File: src/design/bisl_pkg.sv
`timescale 1ns / 1ps

package bisl_pkg;

    // Parser phase of the boot image.
    typedef enum logic [2:0] {
        PH_HEADER   = 3'd0,
        PH_COUNT    = 3'd1,
        PH_ADDR     = 3'd2,
        PH_DATA     = 3'd3,
        PH_ENTRY    = 3'd4,
        PH_CHECK    = 3'd5,
        PH_FINISHED = 3'd6
    } phase_t;

    // Kind of one result transaction.
    typedef enum logic [2:0] {
        KIND_WRITE      = 3'd0,
        KIND_DONE_ENTRY = 3'd1,
        KIND_DONE_NONE  = 3'd2,
        KIND_BAD_SIG    = 3'd3,
        KIND_NO_EXEC    = 3'd4,
        KIND_BAD_TYPE   = 3'd5,
        KIND_BAD_SUM    = 3'd6
    } kind_t;

    // Header word fields and the write address step.
    localparam logic [7:0]  SIG_BYTE0   = 8'h43;
    localparam logic [7:0]  SIG_BYTE1   = 8'h59;
    localparam logic [7:0]  TYPE_NORMAL = 8'hB0;
    localparam logic [31:0] ADDR_STEP   = 32'd4;

    // One result item.
    typedef struct packed {
        kind_t       kind;
        logic [31:0] address;
        logic [31:0] data_word;
        logic        last_result;
    } result_t;

    // Results produced by one accepted word, first one in "first".
    typedef struct packed {
        logic [1:0] count;
        result_t    first;
        result_t    second;
    } push_t;

endpackage

File: src/design/bisl_core.sv
`timescale 1ns / 1ps

module bisl_core
(
    input  logic                clk,
    input  logic                rst_n,
    input  logic                accept,
    input  logic [31:0]         image_word,
    input  logic                start_of_image,
    input  logic                end_of_image,
    output bisl_pkg::push_t     push
);

    bisl_pkg::phase_t phase_reg, phase_next;
    logic [31:0] words_left_reg, words_left_next;
    logic [31:0] write_address_reg, write_address_next;
    logic [31:0] running_sum_reg, running_sum_next;
    logic [31:0] entry_address_reg, entry_address_next;

    // State as seen by this word: a start mark clears everything first.
    bisl_pkg::phase_t cur_phase;
    logic [31:0] cur_words_left;
    logic [31:0] cur_write_address;
    logic [31:0] cur_running_sum;
    logic [31:0] cur_entry_address;
    logic [31:0] words_dec;

    bisl_pkg::result_t main_res;
    bisl_pkg::result_t end_res;
    logic              main_valid;
    logic              end_valid;
    bisl_pkg::phase_t  step_phase;

    assign cur_phase         = start_of_image ? bisl_pkg::PH_HEADER : phase_reg;
    assign cur_words_left    = start_of_image ? 32'd0 : words_left_reg;
    assign cur_write_address = start_of_image ? 32'd0 : write_address_reg;
    assign cur_running_sum   = start_of_image ? 32'd0 : running_sum_reg;
    assign cur_entry_address = start_of_image ? 32'd0 : entry_address_reg;
    assign words_dec         = cur_words_left - 32'd1;

    // Per-phase handling of the word.
    always_comb
    begin
        step_phase         = cur_phase;
        words_left_next    = cur_words_left;
        write_address_next = cur_write_address;
        running_sum_next   = cur_running_sum;
        entry_address_next = cur_entry_address;
        main_valid         = 1'b0;
        main_res           = '{kind: bisl_pkg::KIND_WRITE, address: 32'd0,
                               data_word: 32'd0, last_result: 1'b0};
        unique case (cur_phase)
            bisl_pkg::PH_HEADER:
            begin
                priority if (image_word[7:0] != bisl_pkg::SIG_BYTE0 ||
                             image_word[15:8] != bisl_pkg::SIG_BYTE1)
                begin
                    main_valid    = 1'b1;
                    main_res.kind = bisl_pkg::KIND_BAD_SIG;
                    step_phase    = bisl_pkg::PH_FINISHED;
                end
                else if (image_word[16])
                begin
                    main_valid    = 1'b1;
                    main_res.kind = bisl_pkg::KIND_NO_EXEC;
                    step_phase    = bisl_pkg::PH_FINISHED;
                end
                else if (image_word[31:24] != bisl_pkg::TYPE_NORMAL)
                begin
                    main_valid    = 1'b1;
                    main_res.kind = bisl_pkg::KIND_BAD_TYPE;
                    step_phase    = bisl_pkg::PH_FINISHED;
                end
                else
                begin
                    step_phase = bisl_pkg::PH_COUNT;
                end
            end
            bisl_pkg::PH_COUNT:
            begin
                words_left_next = image_word;
                step_phase = (image_word == 32'd0) ? bisl_pkg::PH_ENTRY
                                                   : bisl_pkg::PH_ADDR;
            end
            bisl_pkg::PH_ADDR:
            begin
                write_address_next = image_word;
                step_phase         = bisl_pkg::PH_DATA;
            end
            bisl_pkg::PH_DATA:
            begin
                main_valid         = 1'b1;
                main_res.kind      = bisl_pkg::KIND_WRITE;
                main_res.address   = cur_write_address;
                main_res.data_word = image_word;
                write_address_next = cur_write_address + bisl_pkg::ADDR_STEP;
                running_sum_next   = cur_running_sum + image_word;
                words_left_next    = words_dec;
                if (words_dec == 32'd0)
                begin
                    step_phase = bisl_pkg::PH_COUNT;
                end
            end
            bisl_pkg::PH_ENTRY:
            begin
                entry_address_next = image_word;
                step_phase         = bisl_pkg::PH_CHECK;
            end
            bisl_pkg::PH_CHECK:
            begin
                main_valid = 1'b1;
                if (image_word == cur_running_sum)
                begin
                    main_res.kind    = bisl_pkg::KIND_DONE_ENTRY;
                    main_res.address = cur_entry_address;
                end
                else
                begin
                    main_res.kind = bisl_pkg::KIND_BAD_SUM;
                end
                step_phase = bisl_pkg::PH_FINISHED;
            end
            default:
            begin
                step_phase = cur_phase;
            end
        endcase
    end

    // An end mark before the image is finished reports done without entry.
    always_comb
    begin
        end_valid   = end_of_image && (step_phase != bisl_pkg::PH_FINISHED);
        end_res     = '{kind: bisl_pkg::KIND_DONE_NONE, address: 32'd0,
                        data_word: 32'd0, last_result: 1'b1};
        phase_next  = end_valid ? bisl_pkg::PH_FINISHED : step_phase;
    end

    // Order the results and mark the last one.
    always_comb
    begin
        push.count  = {1'b0, main_valid} + {1'b0, end_valid};
        push.second = end_res;
        if (main_valid)
        begin
            push.first             = main_res;
            push.first.last_result = !end_valid;
        end
        else
        begin
            push.first = end_res;
        end
    end

    // State registers, updated per accepted transaction.
    always_ff @(posedge clk or negedge rst_n)
    begin
        if (!rst_n)
        begin
            phase_reg         <= bisl_pkg::PH_HEADER;
            words_left_reg    <= 32'd0;
            write_address_reg <= 32'd0;
            running_sum_reg   <= 32'd0;
            entry_address_reg <= 32'd0;
        end
        else if (accept)
        begin
            phase_reg         <= phase_next;
            words_left_reg    <= words_left_next;
            write_address_reg <= write_address_next;
            running_sum_reg   <= running_sum_next;
            entry_address_reg <= entry_address_next;
        end
    end

    // Two results only ever end with the early-end report.
    assert property (@(posedge clk) disable iff (!rst_n)
        (accept && push.count == 2'd2) |-> push.second.kind == bisl_pkg::KIND_DONE_NONE)
        else $error("second result is not an early-end report");

    // A finished image ignores words without a start mark.
    assert property (@(posedge clk) disable iff (!rst_n)
        (accept && !start_of_image && phase_reg == bisl_pkg::PH_FINISHED)
            |-> push.count == 2'd0)
        else $error("finished image produced a result");

    // The data phase is only entered with words still to write.
    assert property (@(posedge clk) disable iff (!rst_n)
        (phase_reg == bisl_pkg::PH_DATA) |-> words_left_reg != 32'd0)
        else $error("data phase with zero words left");

endmodule

File: src/design/bisl_out_fifo.sv
`timescale 1ns / 1ps

module bisl_out_fifo
#(
    parameter int DEPTH = 4
)
(
    input  logic                clk,
    input  logic                rst_n,
    input  logic                push_en,
    input  bisl_pkg::push_t     push,
    output logic                has_room,
    output logic                out_valid,
    input  logic                out_ready,
    output bisl_pkg::result_t   out_data
);

    localparam int PTR_W = (DEPTH > 1) ? $clog2(DEPTH) : 1;
    localparam int CNT_W = $clog2(DEPTH + 1);
    localparam logic [PTR_W-1:0] LAST_PTR = PTR_W'(DEPTH - 1);
    localparam logic [CNT_W-1:0] ROOM_MAX = CNT_W'(DEPTH - 2);
    localparam logic [CNT_W-1:0] FULL_CNT = CNT_W'(DEPTH);

    bisl_pkg::result_t mem_reg [DEPTH];
    logic [PTR_W-1:0]  wr_ptr_reg, wr_ptr_next;
    logic [PTR_W-1:0]  rd_ptr_reg, rd_ptr_next;
    logic [CNT_W-1:0]  count_reg, count_next;
    logic [PTR_W-1:0]  wr_ptr_plus1;
    logic [PTR_W-1:0]  wr_ptr_plus2;
    logic [1:0]        push_n;
    logic              pop;

    function automatic logic [PTR_W-1:0] ptr_inc(input logic [PTR_W-1:0] p);
        ptr_inc = (p == LAST_PTR) ? '0 : p + PTR_W'(1);
    endfunction

    assign push_n       = push_en ? push.count : 2'd0;
    assign pop          = out_valid && out_ready;
    assign has_room     = count_reg <= ROOM_MAX;
    assign out_valid    = count_reg != '0;
    assign out_data     = mem_reg[rd_ptr_reg];
    assign wr_ptr_plus1 = ptr_inc(wr_ptr_reg);
    assign wr_ptr_plus2 = ptr_inc(wr_ptr_plus1);

    // Pointer and fill count bookkeeping.
    always_comb
    begin
        rd_ptr_next = pop ? ptr_inc(rd_ptr_reg) : rd_ptr_reg;
        unique case (push_n)
            2'd1:    wr_ptr_next = wr_ptr_plus1;
            2'd2:    wr_ptr_next = wr_ptr_plus2;
            default: wr_ptr_next = wr_ptr_reg;
        endcase
        count_next = count_reg + CNT_W'(push_n) - CNT_W'(pop);
    end

    always_ff @(posedge clk or negedge rst_n)
    begin
        if (!rst_n)
        begin
            wr_ptr_reg <= '0;
            rd_ptr_reg <= '0;
            count_reg  <= '0;
        end
        else
        begin
            wr_ptr_reg <= wr_ptr_next;
            rd_ptr_reg <= rd_ptr_next;
            count_reg  <= count_next;
        end
    end

    // Result storage, up to two entries written per cycle.
    always_ff @(posedge clk)
    begin
        if (push_n != 2'd0)
        begin
            mem_reg[wr_ptr_reg] <= push.first;
        end
        if (push_n == 2'd2)
        begin
            mem_reg[wr_ptr_plus1] <= push.second;
        end
    end

    assert property (@(posedge clk) disable iff (!rst_n)
        count_reg <= FULL_CNT)
        else $error("result queue overflow");

    assert property (@(posedge clk) disable iff (!rst_n)
        (push_n != 2'd0) |-> has_room)
        else $error("push into queue without room");

    assert property (@(posedge clk) disable iff (!rst_n)
        (push_n == 2'd0 && !pop) |=> $stable(count_reg))
        else $error("fill count moved without traffic");

endmodule

File: src/design/boot_image_section_loader_unit.sv
`timescale 1ns / 1ps
// A result enters the result queue registers when its word is accepted.
// Throughput: one image word per cycle; a word can add up to two results to the
// result queue, which takes input while it has room for two entries.
// Reset (rst_n, asynchronous, active low) puts the parser in the header phase with
// counters, address, sum and entry cleared, and empties the result queue.

module boot_image_section_loader_unit
#(
    parameter int FIFO_DEPTH = 4
)
(
    input  logic        clk,
    input  logic        rst_n,
    // Image word transaction.
    input  logic        s_axis_tvalid,
    output logic        s_axis_tready,
    input  logic [31:0] s_axis_tdata,   // [31:0] image_word
    input  logic [0:0]  s_axis_tuser,   // [0] start_of_image
    input  logic        s_axis_tlast,   // end_of_image
    // Result transaction.
    output logic        m_axis_tvalid,
    input  logic        m_axis_tready,
    output logic [63:0] m_axis_tdata,   // [31:0] address, [63:32] data_word
    output logic [2:0]  m_axis_tuser,   // [2:0] result_kind
    output logic        m_axis_tlast    // last_result
);

    bisl_pkg::push_t   push;
    bisl_pkg::result_t out_res;
    logic              accept;

    assign accept = s_axis_tvalid && s_axis_tready;

    // Parser state and per-word result generation.
    bisl_core u_core
    (
        .clk            (clk),
        .rst_n          (rst_n),
        .accept         (accept),
        .image_word     (s_axis_tdata),
        .start_of_image (s_axis_tuser[0]),
        .end_of_image   (s_axis_tlast),
        .push           (push)
    );

    // Result queue between the parser and the output port.
    bisl_out_fifo #(.DEPTH(FIFO_DEPTH)) u_out_fifo
    (
        .clk       (clk),
        .rst_n     (rst_n),
        .push_en   (accept),
        .push      (push),
        .has_room  (s_axis_tready),
        .out_valid (m_axis_tvalid),
        .out_ready (m_axis_tready),
        .out_data  (out_res)
    );

    assign m_axis_tdata = {out_res.data_word, out_res.address};
    assign m_axis_tuser = out_res.kind;
    assign m_axis_tlast = out_res.last_result;

endmodule
File: config.mk
export PLATFORM = sky130hd
export DESIGN_NAME = boot_image_section_loader_unit
export DESIGN_NICKNAME = d
export VERILOG_FILES = /design/src/design/bisl_pkg.sv /design/src/design/bisl_core.sv /design/src/design/bisl_out_fifo.sv /design/src/design/boot_image_section_loader_unit.sv
export SDC_FILE = /design/constraint.sdc
export NUM_CORES = 1
export LEC_CHECK = 0
export ABC_CLOCK_PERIOD_IN_PS = 9200
export BUFFER_PORTS_ARGS = -buffer_cell sky130_fd_sc_hd__buf_2
export CAP_MARGIN = 20
export CORE_UTILIZATION = 40
export DETAILED_ROUTE_END_ITERATION = 12
export GPL_TIMING_DRIVEN = 0
export SYNTH_ARGS = -nofsm -noshare
export SYNTH_HDL_FRONTEND = slang
export SYNTH_SLANG_ARGS = --single-unit
File: constraint.sdc
create_clock -name clk -period 9.2 [get_ports clk]
set_clock_uncertainty 0.15 [all_clocks]
set_input_delay 0 -clock clk [delete_from_list [all_inputs] [get_ports clk]]
set_output_delay 0 -clock clk [all_outputs]
set_load 0.02 [all_outputs]
==> flow_summary.ini, run 1 <==
[finish]
layout-drive-gt1-share = 0.108
largest_register_ffs = 272
layout.nets = 2668
final_cell_mix = 272 x dfxtp_1, 265 x nand2_1, 222 x nor2_1
final_common_cell = dfxtp_1
antenna_cells = 0
finalNonFillerCells = 3296
fillers = 4968
area_delta_synth_final_pct = 16.4

[sta]
setup_viol = 0
fin_crit_ps = 7360
max_slew.worst_pin.slew_ps = 1130
timing.final.max_slew_violations = 0
period_share = 0.800
rsz0062_at_grt = false
tns_ps = 0
fmax_mhz = 136
final-hold-violation-count = 0
slew-limit-headroom = 0.242

[critical_path]
cp-start-kind = input port
startpoint = s_axis_tuser
rr_endpoint = u_out_fifo.mem_reg[3][14]
reg2reg_from = u_out_fifo.count_reg[1]
cp.arrival_ps = 7730
worstSetupPathType = input port to register
reg2reg_depth = 12
path_max_fanout = 10
cp-end-kind = register
regToRegSetupSlack_ps = 4180
crit_required_ps = 9570

[clocking]
cts_tree = done
htree_levels = 2
cts_setup_buffers = 0
cts_num_sinks = 410
path_clk_slew_ps = 60
clockBufferDepth = 3
cts-root-buf = clkbuf_16
cts_buffers = 46
clk_latency_ps = 610

[global_routing]
antenna_found_initial = 1
grt_start_max_net_pins = 82
grt_pass1_wl_um = 116000
overflow = 0
grt_usage = 0.284
grt_pass1_vias = 19300

[synth]
synth_seq_cells = 410
synth_cell_types = 75
async_reset_ff_frac = 0.337
synth_area_um2 = 20900
postSynthAreaPerCell_um2 = 8.79
yosys_warnings = 0
yosysSeqAreaShare = 0.426
synthFlopType = dfxtp_1
syn_nets = 2466
netlist.area_leader.share = 0.261
synth-edff-count = 0
synthTopCellsByArea = dfxtp_1 26%, dfrtp_1 17%, mux4_2 7.3%
yosysTopAreaCell = dfxtp_1
synthCells = 2377

[run]
cap_violations = 0

[worst_hold_path]
min_path_type = input port to register
min_from = s_axis_tdata[26]
hold_end = u_core.running_sum_reg[27]
hold_path_depth = 6

[floorplanning]
dieArea_um2 = 53100
rows = 83
die_h_um = 231
io_pins = 108
initial_core_util = 0.406
core_um2 = 51400
die_w_um = 231

[drt]
route.detailed.drc = 0
drtIter0Drc = 1937
wl_per_cell_um = 23.1
viasPerCell = 6.03
drt-pass1-iter-count = 6
drt-total-wl_um = 76200
num_vias = 19900
ant_nets = 0

[power]
p_switching_uw = 2920
combPwrFrac = 0.390
internal_power_uw = 4650
p_sw_frac = 0.386
power.clock.fraction = 0.253
ir_drop_uv = 269
power.density_nw_per_um2 = 311
power_leakage_uw = 0.00944
seqPwrFrac = 0.358

[placement]
place_congestion = 0.912
dp_hpwl_um = 53500
port-buffer-count = 107
placedCellCount = 3165

[outcome]
status = complete, no violations
==> Yosys cell counts (9+ instances only) <==
library cell,count
nor2b_1,49
clkbuf_2,9
nand2_1,265
dfrtp_1,138
nand3_1,169
xor2_1,21
nor2_1,222
a22oi_1,54
ha_1,49
nor3_1,35
a31oi_1,17
dfxtp_1,272
a211oi_1,140
a22o_1,42
clkbuf_1,184
and3_1,19
inv_1,37
xnor2_1,27
a21o_1,20
o22ai_1,9
a211o_1,9
o21ai_0,120
buf_1,28
nand2b_1,14
mux4_2,68
nand4_1,13
a21oi_1,207
nor4_1,21
==> kinds of logic after synthesis <==
family | share of synthesized area
DFF | 0.426
adders and majority gates | 0.0313
xor gates and xnor gates | 0.0201
AOI/OAI and AO/OA | 0.209
and+or+nand+nor | 0.186
muxes | 0.0783
buffers and inverters | 0.0493
==> power groups by stage <==
stage / Combinational, µW / Sequential (µW) / Clock, µW
floorplan: 2120 / 2600 / 0
global placement: 2840 / 2700 / 0
detailed placement: 2900 / 2720 / 0
CTS: 2930 / 2690 / 1930
global route: 3200 / 2770 / 2010
finish: 2950 / 2710 / 1910
==> routing by layer <==
| layer | global-route usage | up-vias | part of all wire |
|---|---|---|---|
| met5 | 0 | - | 0 |
| met4 | 0.142 | 0 | 0.049 |
| met3 | 0.0541 | 211 | 0.085 |
| met2 | 0.441 | 921 | 0.45 |
| met1 | 0.379 | 9733 | 0.42 |
| li1 | - | 9025 | - |
==> metrics by stage <==
stage	hold WS [ps]	power (µW)	cell area [µm²]	worst slack, ps	utilization
floorplan	-446	4720	20900	5110	-
global placement	162	5530	22300	2180	0.433
detailed placement	-119	5620	22300	2090	0.434
CTS	28.8	7550	24300	1960	0.473
global route	87.3	7980	24300	1500	0.473
finish	42.6	7570	24300	1840	0.473
==> repair_timing <==
action / in CTS / in global routing
gates resized for setup: 0 / 0
hold buffers: 43 / 0
endpoints found under the setup margin: 0 / 0
hold endpoints to repair: 291 / 0
==> worst max-delay path by stage <==
stage,to,slack (ps),cells after the start
2_1_floorplan,u_core.running_sum_reg[31],5110,16
3_3_place_gp,u_out_fifo.mem_reg[0][33],2180,16
3_5_place_dp,u_out_fifo.mem_reg[0][33],2090,16
4_1_cts,u_core.running_sum_reg[23],1960,20
5_1_grt,u_core.running_sum_reg[23],1500,20
6_report,u_core.running_sum_reg[23],1840,20
==> final cells by class <==
class	instances	area, µm²	area share
tap	680	851	0.0350
clock inverter	14	193	0.00792
timing repair buffer	154	1030	0.0425
sequential	410	8900	0.366
clock buffer	71	1360	0.0557
inverter	38	143	0.00586
multi-input combinational	1701	11000	0.451
buffer	228	887	0.0365
==> critical path: stages <==
cell,delay (ps)
dlygate4sd3_1,530
buf_2,200
clkbuf_1,640
clkbuf_1,640
clkbuf_1,560
clkbuf_1,700
clkbuf_1,450
nor2b_1,100
ha_1,290
clkbuf_1,280
nand3_1,180
a2111oi_0,920
a21bo_2,320
a41oi_1,160
o31ai_1,240
a21oi_1,100
dlygate4sd3_1,580
xor2_1,140
dlygate4sd3_1,550
o21ai_0,130
Note: power is estimated with default switching activity, not from simulation.
==> run 2: changes to the inputs <==
--- a/config.mk
+++ b/config.mk
@@ -5,7 +5,7 @@
 export SDC_FILE = /design/constraint.sdc
 export NUM_CORES = 1
 export LEC_CHECK = 0
-export ABC_CLOCK_PERIOD_IN_PS = 9200
+export ABC_CLOCK_PERIOD_IN_PS = 7600
 export BUFFER_PORTS_ARGS = -buffer_cell sky130_fd_sc_hd__buf_2
 export CAP_MARGIN = 20
 export CORE_UTILIZATION = 40
==> constraint.sdc (replaced) <==
create_clock -name clk -period 7.6 [get_ports clk]
set_clock_uncertainty 0.15 [all_clocks]
set_input_delay 0 -clock clk [delete_from_list [all_inputs] [get_ports clk]]
set_output_delay 0 -clock clk [all_outputs]
set_load 0.02 [all_outputs]
==> run 2 against run 1 <==
Compared with the run above: die area is the same; sequential power grew 21%; register-to-register slack lost 1600 ps; global-route usage is the same; critical path depth is the same; power grew 21%; critical path type unchanged.
==> flow_summary.ini, run 2 (synthesis gave the netlist of run 1 again) <==
[power]
ir_drop_uv = 326
combPwrFrac = 0.390
p_sw_frac = 0.386
power.density_nw_per_um2 = 376
seqPwrFrac = 0.358
power.clock.fraction = 0.252
internal_power_uw = 5630
power_leakage_uw = 0.00944
p_switching_uw = 3530

[sta]
period_share = 0.949
final-hold-violation-count = 0
fin_crit_ps = 7210
worst_slack_ps = 389
slew-limit-headroom = 0.236
max_slew.worst_pin.slew_ps = 1150
timing.final.max_slew_violations = 0
rsz0062_at_grt = false
setup_viol = 0
fmax_mhz = 139
tns_ps = 0

[worst_hold_path]
min_path_type = input port to register

[clocking]
cts_setup_buffers = 0
cts_buffers = 46
cts-root-buf = clkbuf_16
cts_tree = done
path_clk_slew_ps = 60
clk_latency_ps = 610
htree_levels = 2
clockBufferDepth = 3
cts_num_sinks = 410

[global_routing]
grt_usage = 0.284
grt_pass1_wl_um = 116000
overflow = 0
antenna_found_initial = 1
grt_start_max_net_pins = 82
grt_pass1_vias = 19300

[critical_path]
crit_path_top_delay_cell = a2111oi_1
worstSetupPathType = input port to register
crit_required_ps = 7970
cp-start-kind = input port
critical-path-max-stage-delay_ps = 770
cp_top_family = buffers and inverters
cp-end-kind = register
crit_buf_inv = 10
path_max_fanout = 10
cp.arrival_ps = 7580
path_cells = dlygate4sd3_1, buf_2, clkbuf_1, clkbuf_1, clkbuf_1, clkbuf_1, clkbuf_1, nor2b_1, ha_1, clkbuf_1, nand3_1, a2111oi_1, a21bo_2, a41oi_1, o31ai_1, a21oi_1, dlygate4sd3_1, xor2_1, dlygate4sd3_1, o21ai_0
cp_common_cell = clkbuf_1

[floorplanning]
io_pins = 108
die_w_um = 231
dieArea_um2 = 53100
core_um2 = 51400
initial_core_util = 0.406
die_h_um = 231
rows = 83

[placement]
dp_slack_ps = 486
place_congestion = 0.912
port-buffer-count = 107
dp_hpwl_um = 53500
dpl_cell_area_um2 = 22300
placedCellCount = 3165

[drt]
viasPerCell = 6.03
ant_nets = 0
wl_per_cell_um = 23.1
drt-pass1-iter-count = 5
num_vias = 19900
route.detailed.drc = 0
drt-total-wl_um = 76200
drtIter0Drc = 1938

[run]
cap_violations = 0

[finish]
antenna_cells = 0
final_common_cell = dfxtp_1
finalNonFillerCells = 3296
final_cell_mix = 272 x dfxtp_1, 265 x nand2_1, 222 x nor2_1
layout.nets = 2668
fin_util = 0.473
fin_area_um2 = 24300
largest_register_ffs = 272
layout-drive-gt1-share = 0.108
area_delta_synth_final_pct = 16.4

[outcome]
status = complete, no violations
## run 2: cell counts in the layout (fill, tap and decap cells not counted)
No cell type changed its count.
## run 2: path summary, 6_finish.rpt
kind	from	to	slack, ps	cells after the start
worst max-delay path	s_axis_tuser	u_core.running_sum_reg[23]	390	20
worst min-delay path	s_axis_tdata[26]	u_core.running_sum_reg[27]	40	6
worst max register to register	u_out_fifo.count_reg[1]	u_out_fifo.mem_reg[3][14]	2570	12
worst min register to register	u_out_fifo.mem_reg[3][1]	u_out_fifo.mem_reg[3][1]	300	2
max in group asynchronous	rst_n	u_core.entry_address_reg[22]	6530	4
min in group asynchronous	rst_n	u_core.running_sum_reg[18]	360	4
## run 2: area by class of cell
type / instances / area (µm²)
fillers: 4970 / 27100
multi-input cells: 1701 / 11000
flip-flops and latches: 410 / 8900
clock buffers: 71 / 1360
repair buffers: 154 / 1030
plain buffers: 228 / 887
well taps: 680 / 851
clock inverters: 14 / 193
inverters: 38 / 143
## run 2: worst register-to-register path: stages, from the launching register on
cell and delay, ps:
dfrtp_1 400, a21oi_1 310, and2_1 370, clkbuf_1 490, clkbuf_1 650, nand2_1 320, inv_1 120, ha_1 280
and2_1 160, clkbuf_1 400, clkbuf_1 550, clkbuf_1 570, a21oi_1 90
## run 2: what timing repair did
action | CTS | global route
hold endpoints to repair | 291 | 0
endpoints found under the setup margin | 0 | 1
hold buffers | 43 | 0
gates resized for setup | 0 | 1
## run 2: power by group through the flow
stage	clock network (µW)	logic [µW]	registers, µW
after floorplan	0	2570	3150
after global placement	0	3430	3260
after detailed placement	0	3510	3300
after CTS	2330	3550	3260
after global routing	2430	3870	3350
final	2310	3570	3280
## run 2: per-stage QoR
stage,hold WS [ps],power (µW)
2_1_floorplan,-446,5720
3_3_place_gp,162,6700
3_5_place_dp,-119,6810
4_1_cts,28.8,9140
5_1_grt,87.3,9660
6_report,43.3,9160
## run 2: per-layer routing
layer  wire length (µm)  global-route usage  part of all wire
met2              34000               0.441              0.45
met4               3700               0.142             0.049
met5                  0                   0                 0
met3               6350              0.0541             0.083
met1              32200               0.379              0.42
==> run 3: changes to the inputs <==
--- a/config.mk
+++ b/config.mk
@@ -11,6 +11,7 @@
 export CORE_UTILIZATION = 40
 export DETAILED_ROUTE_END_ITERATION = 12
 export GPL_TIMING_DRIVEN = 0
+export PLACE_DENSITY = 0.56
 export SYNTH_ARGS = -nofsm -noshare
 export SYNTH_HDL_FRONTEND = slang
 export SYNTH_SLANG_ARGS = --single-unit
==> run 3 against run 2 <==
Compared with the run above: sequential share of layout area down 0.20 points; register-to-register slack worse by 60 ps; combinational power about the same; die area unchanged; first-iteration DRC count up 1.6%; core utilization up 0.26 points; clock power up 4%; design area up 0.56%; fmax down 0.50%; clock-buffer cell count up 1; non-clock buffer count up 5; largest cell class unchanged; highest routed layer is now met5.
==> flow_summary.ini, run 3 (synthesis gave the netlist of run 1 again) <==
[drt]
viasPerCell = 5.98
wl_per_cell_um = 23.6
ant_nets = 0
drtIter0Drc = 1969
num_vias = 19800
route.detailed.drc = 0
drt-total-wl_um = 78100
drt-pass1-iter-count = 6

[critical_path]
reg2reg_from = u_out_fifo.count_reg[1]
reg2reg_depth = 12
cp-start-kind = input port
regToRegSetupSlack_ps = 2510
cp-end-kind = register
cp.arrival_ps = 7630
crit_required_ps = 7980
path_max_fanout = 10
rr_endpoint = u_out_fifo.mem_reg[3][21]
worstSetupPathType = input port to register

[outcome]
status = complete, no violations

[run]
cap_violations = 0

[clocking]
cts_num_sinks = 410
cts_tree = done
htree_levels = 2
path_clk_slew_ps = 60
cts_buffers = 48
clk_latency_ps = 610
cts-root-buf = clkbuf_16
cts_setup_buffers = 0
clockBufferDepth = 3

[power]
finalPower_uw = 9270
power_leakage_uw = 0.00950
p_switching_uw = 3580
seqPwrFrac = 0.353
ir_drop_uv = 245
internal_power_uw = 5690
power.density_nw_per_um2 = 379
combPwrFrac = 0.388
p_sw_frac = 0.386
power.clock.fraction = 0.259

[sta]
slew-limit-headroom = 0.237
fmax_mhz = 138
timing.final.max_slew_violations = 0
tns_ps = 0
setup_viol = 0
rsz0062_at_grt = false
fin_crit_ps = 7250
period_share = 0.954
max_slew.worst_pin.slew_ps = 1150
final-hold-violation-count = 0

[floorplanning]
die_w_um = 231
io_pins = 108
initial_core_util = 0.406
core_um2 = 51400
die_h_um = 231
dieArea_um2 = 53100
rows = 83

[placement]
port-buffer-count = 107
placedCellCount = 3165
dp_hpwl_um = 54100
place_congestion = 0.910
dpl_cell_area_um2 = 22300

[global_routing]
grt_usage = 0.292
overflow = 0
grt_start_max_net_pins = 92
grt_pass1_wl_um = 118000
antenna_found_initial = 2
grt_pass1_vias = 19300

[finish]
final_cell_mix = 272 x dfxtp_1, 265 x nand2_1, 222 x nor2_1
layout-drive-gt1-share = 0.109
fin_area_um2 = 24500
finalNonFillerCells = 3305
layout.nets = 2675
largest_register_ffs = 272
antenna_cells = 0
area_delta_synth_final_pct = 17.1
final_common_cell = dfxtp_1

[worst_hold_path]
hold_path_depth = 6
min_from = s_axis_tdata[26]
min_path_type = input port to register
hold_end = u_core.running_sum_reg[27]
run 3: timing repair:
item / CTS / global route
hold buffers: 49 / 0
endpoints found under the setup margin: 0 / 0
gates resized for setup: 0 / 0
hold endpoints to repair: 302 / 0
run 3: worst max path at each step:
stage	from	end	slack (ps)	depth (start not counted)
6_report	s_axis_tuser	u_core.running_sum_reg[23]	350	20
5_1_grt	s_axis_tuser	u_core.running_sum_reg[23]	40	20
4_1_cts	s_axis_tuser	u_core.running_sum_reg[23]	460	20
3_5_place_dp	s_axis_tuser	u_out_fifo.mem_reg[0][33]	530	16
3_3_place_gp	s_axis_tuser	u_out_fifo.mem_reg[0][33]	650	16
2_1_floorplan	s_axis_tuser	u_core.running_sum_reg[31]	3510	16
run 3: power by group through the flow:
stage | logic [µW] | registers, µW | clock network (µW)
3_5_place_dp | 3530 | 3290 | 0
2_1_floorplan | 2570 | 3150 | 0
3_3_place_gp | 3460 | 3260 | 0
4_1_cts | 3570 | 3250 | 2440
6_report | 3590 | 3270 | 2400
5_1_grt | 3900 | 3350 | 2520
run 3: per-stage QoR:
stage,worst slack (ps),utilization,hold slack [ps]
4_1_cts,459,0.476,0.562
2_1_floorplan,3510,-,-446
6_report,352,0.476,45.6
3_3_place_gp,653,0.433,154
5_1_grt,36.7,0.476,65.7
3_5_place_dp,533,0.434,-163
run 3: area by class of cell:
cell class / instances / area, µm²
Fill cell: 5043 / 26900
Multi-Input combinational cell: 1701 / 11000
Sequential cell: 410 / 8900
Clock buffer: 72 / 1410
Timing Repair Buffer: 159 / 1090
Buffer: 228 / 887
Tap cell: 680 / 851
Clock inverter: 17 / 219
Inverter: 38 / 143
run 3: critical path: stages:
cell and delay [ps]:
dlygate4sd3_1 520, buf_2 190, clkbuf_1 690, clkbuf_1 650, clkbuf_1 500, clkbuf_1 650
clkbuf_1 580, nor2b_1 110, ha_1 410, a21o_1 170, a21oi_1 100, a2111oi_0 740
a21bo_2 310, a41oi_1 190, o31ai_1 270, a21oi_1 100, dlygate4sd3_1 580, xor2_1 140
dlygate4sd3_1 550, o21ai_0 150
run 3: layer usage:
| metal | GRT usage | routed length (µm) |
|---|---|---|
| met1 | 0.395 | 33400 |
| met2 | 0.455 | 35300 |
| met3 | 0.0487 | 5960 |
| met4 | 0.135 | 3440 |
| met5 | 0 | 13 |
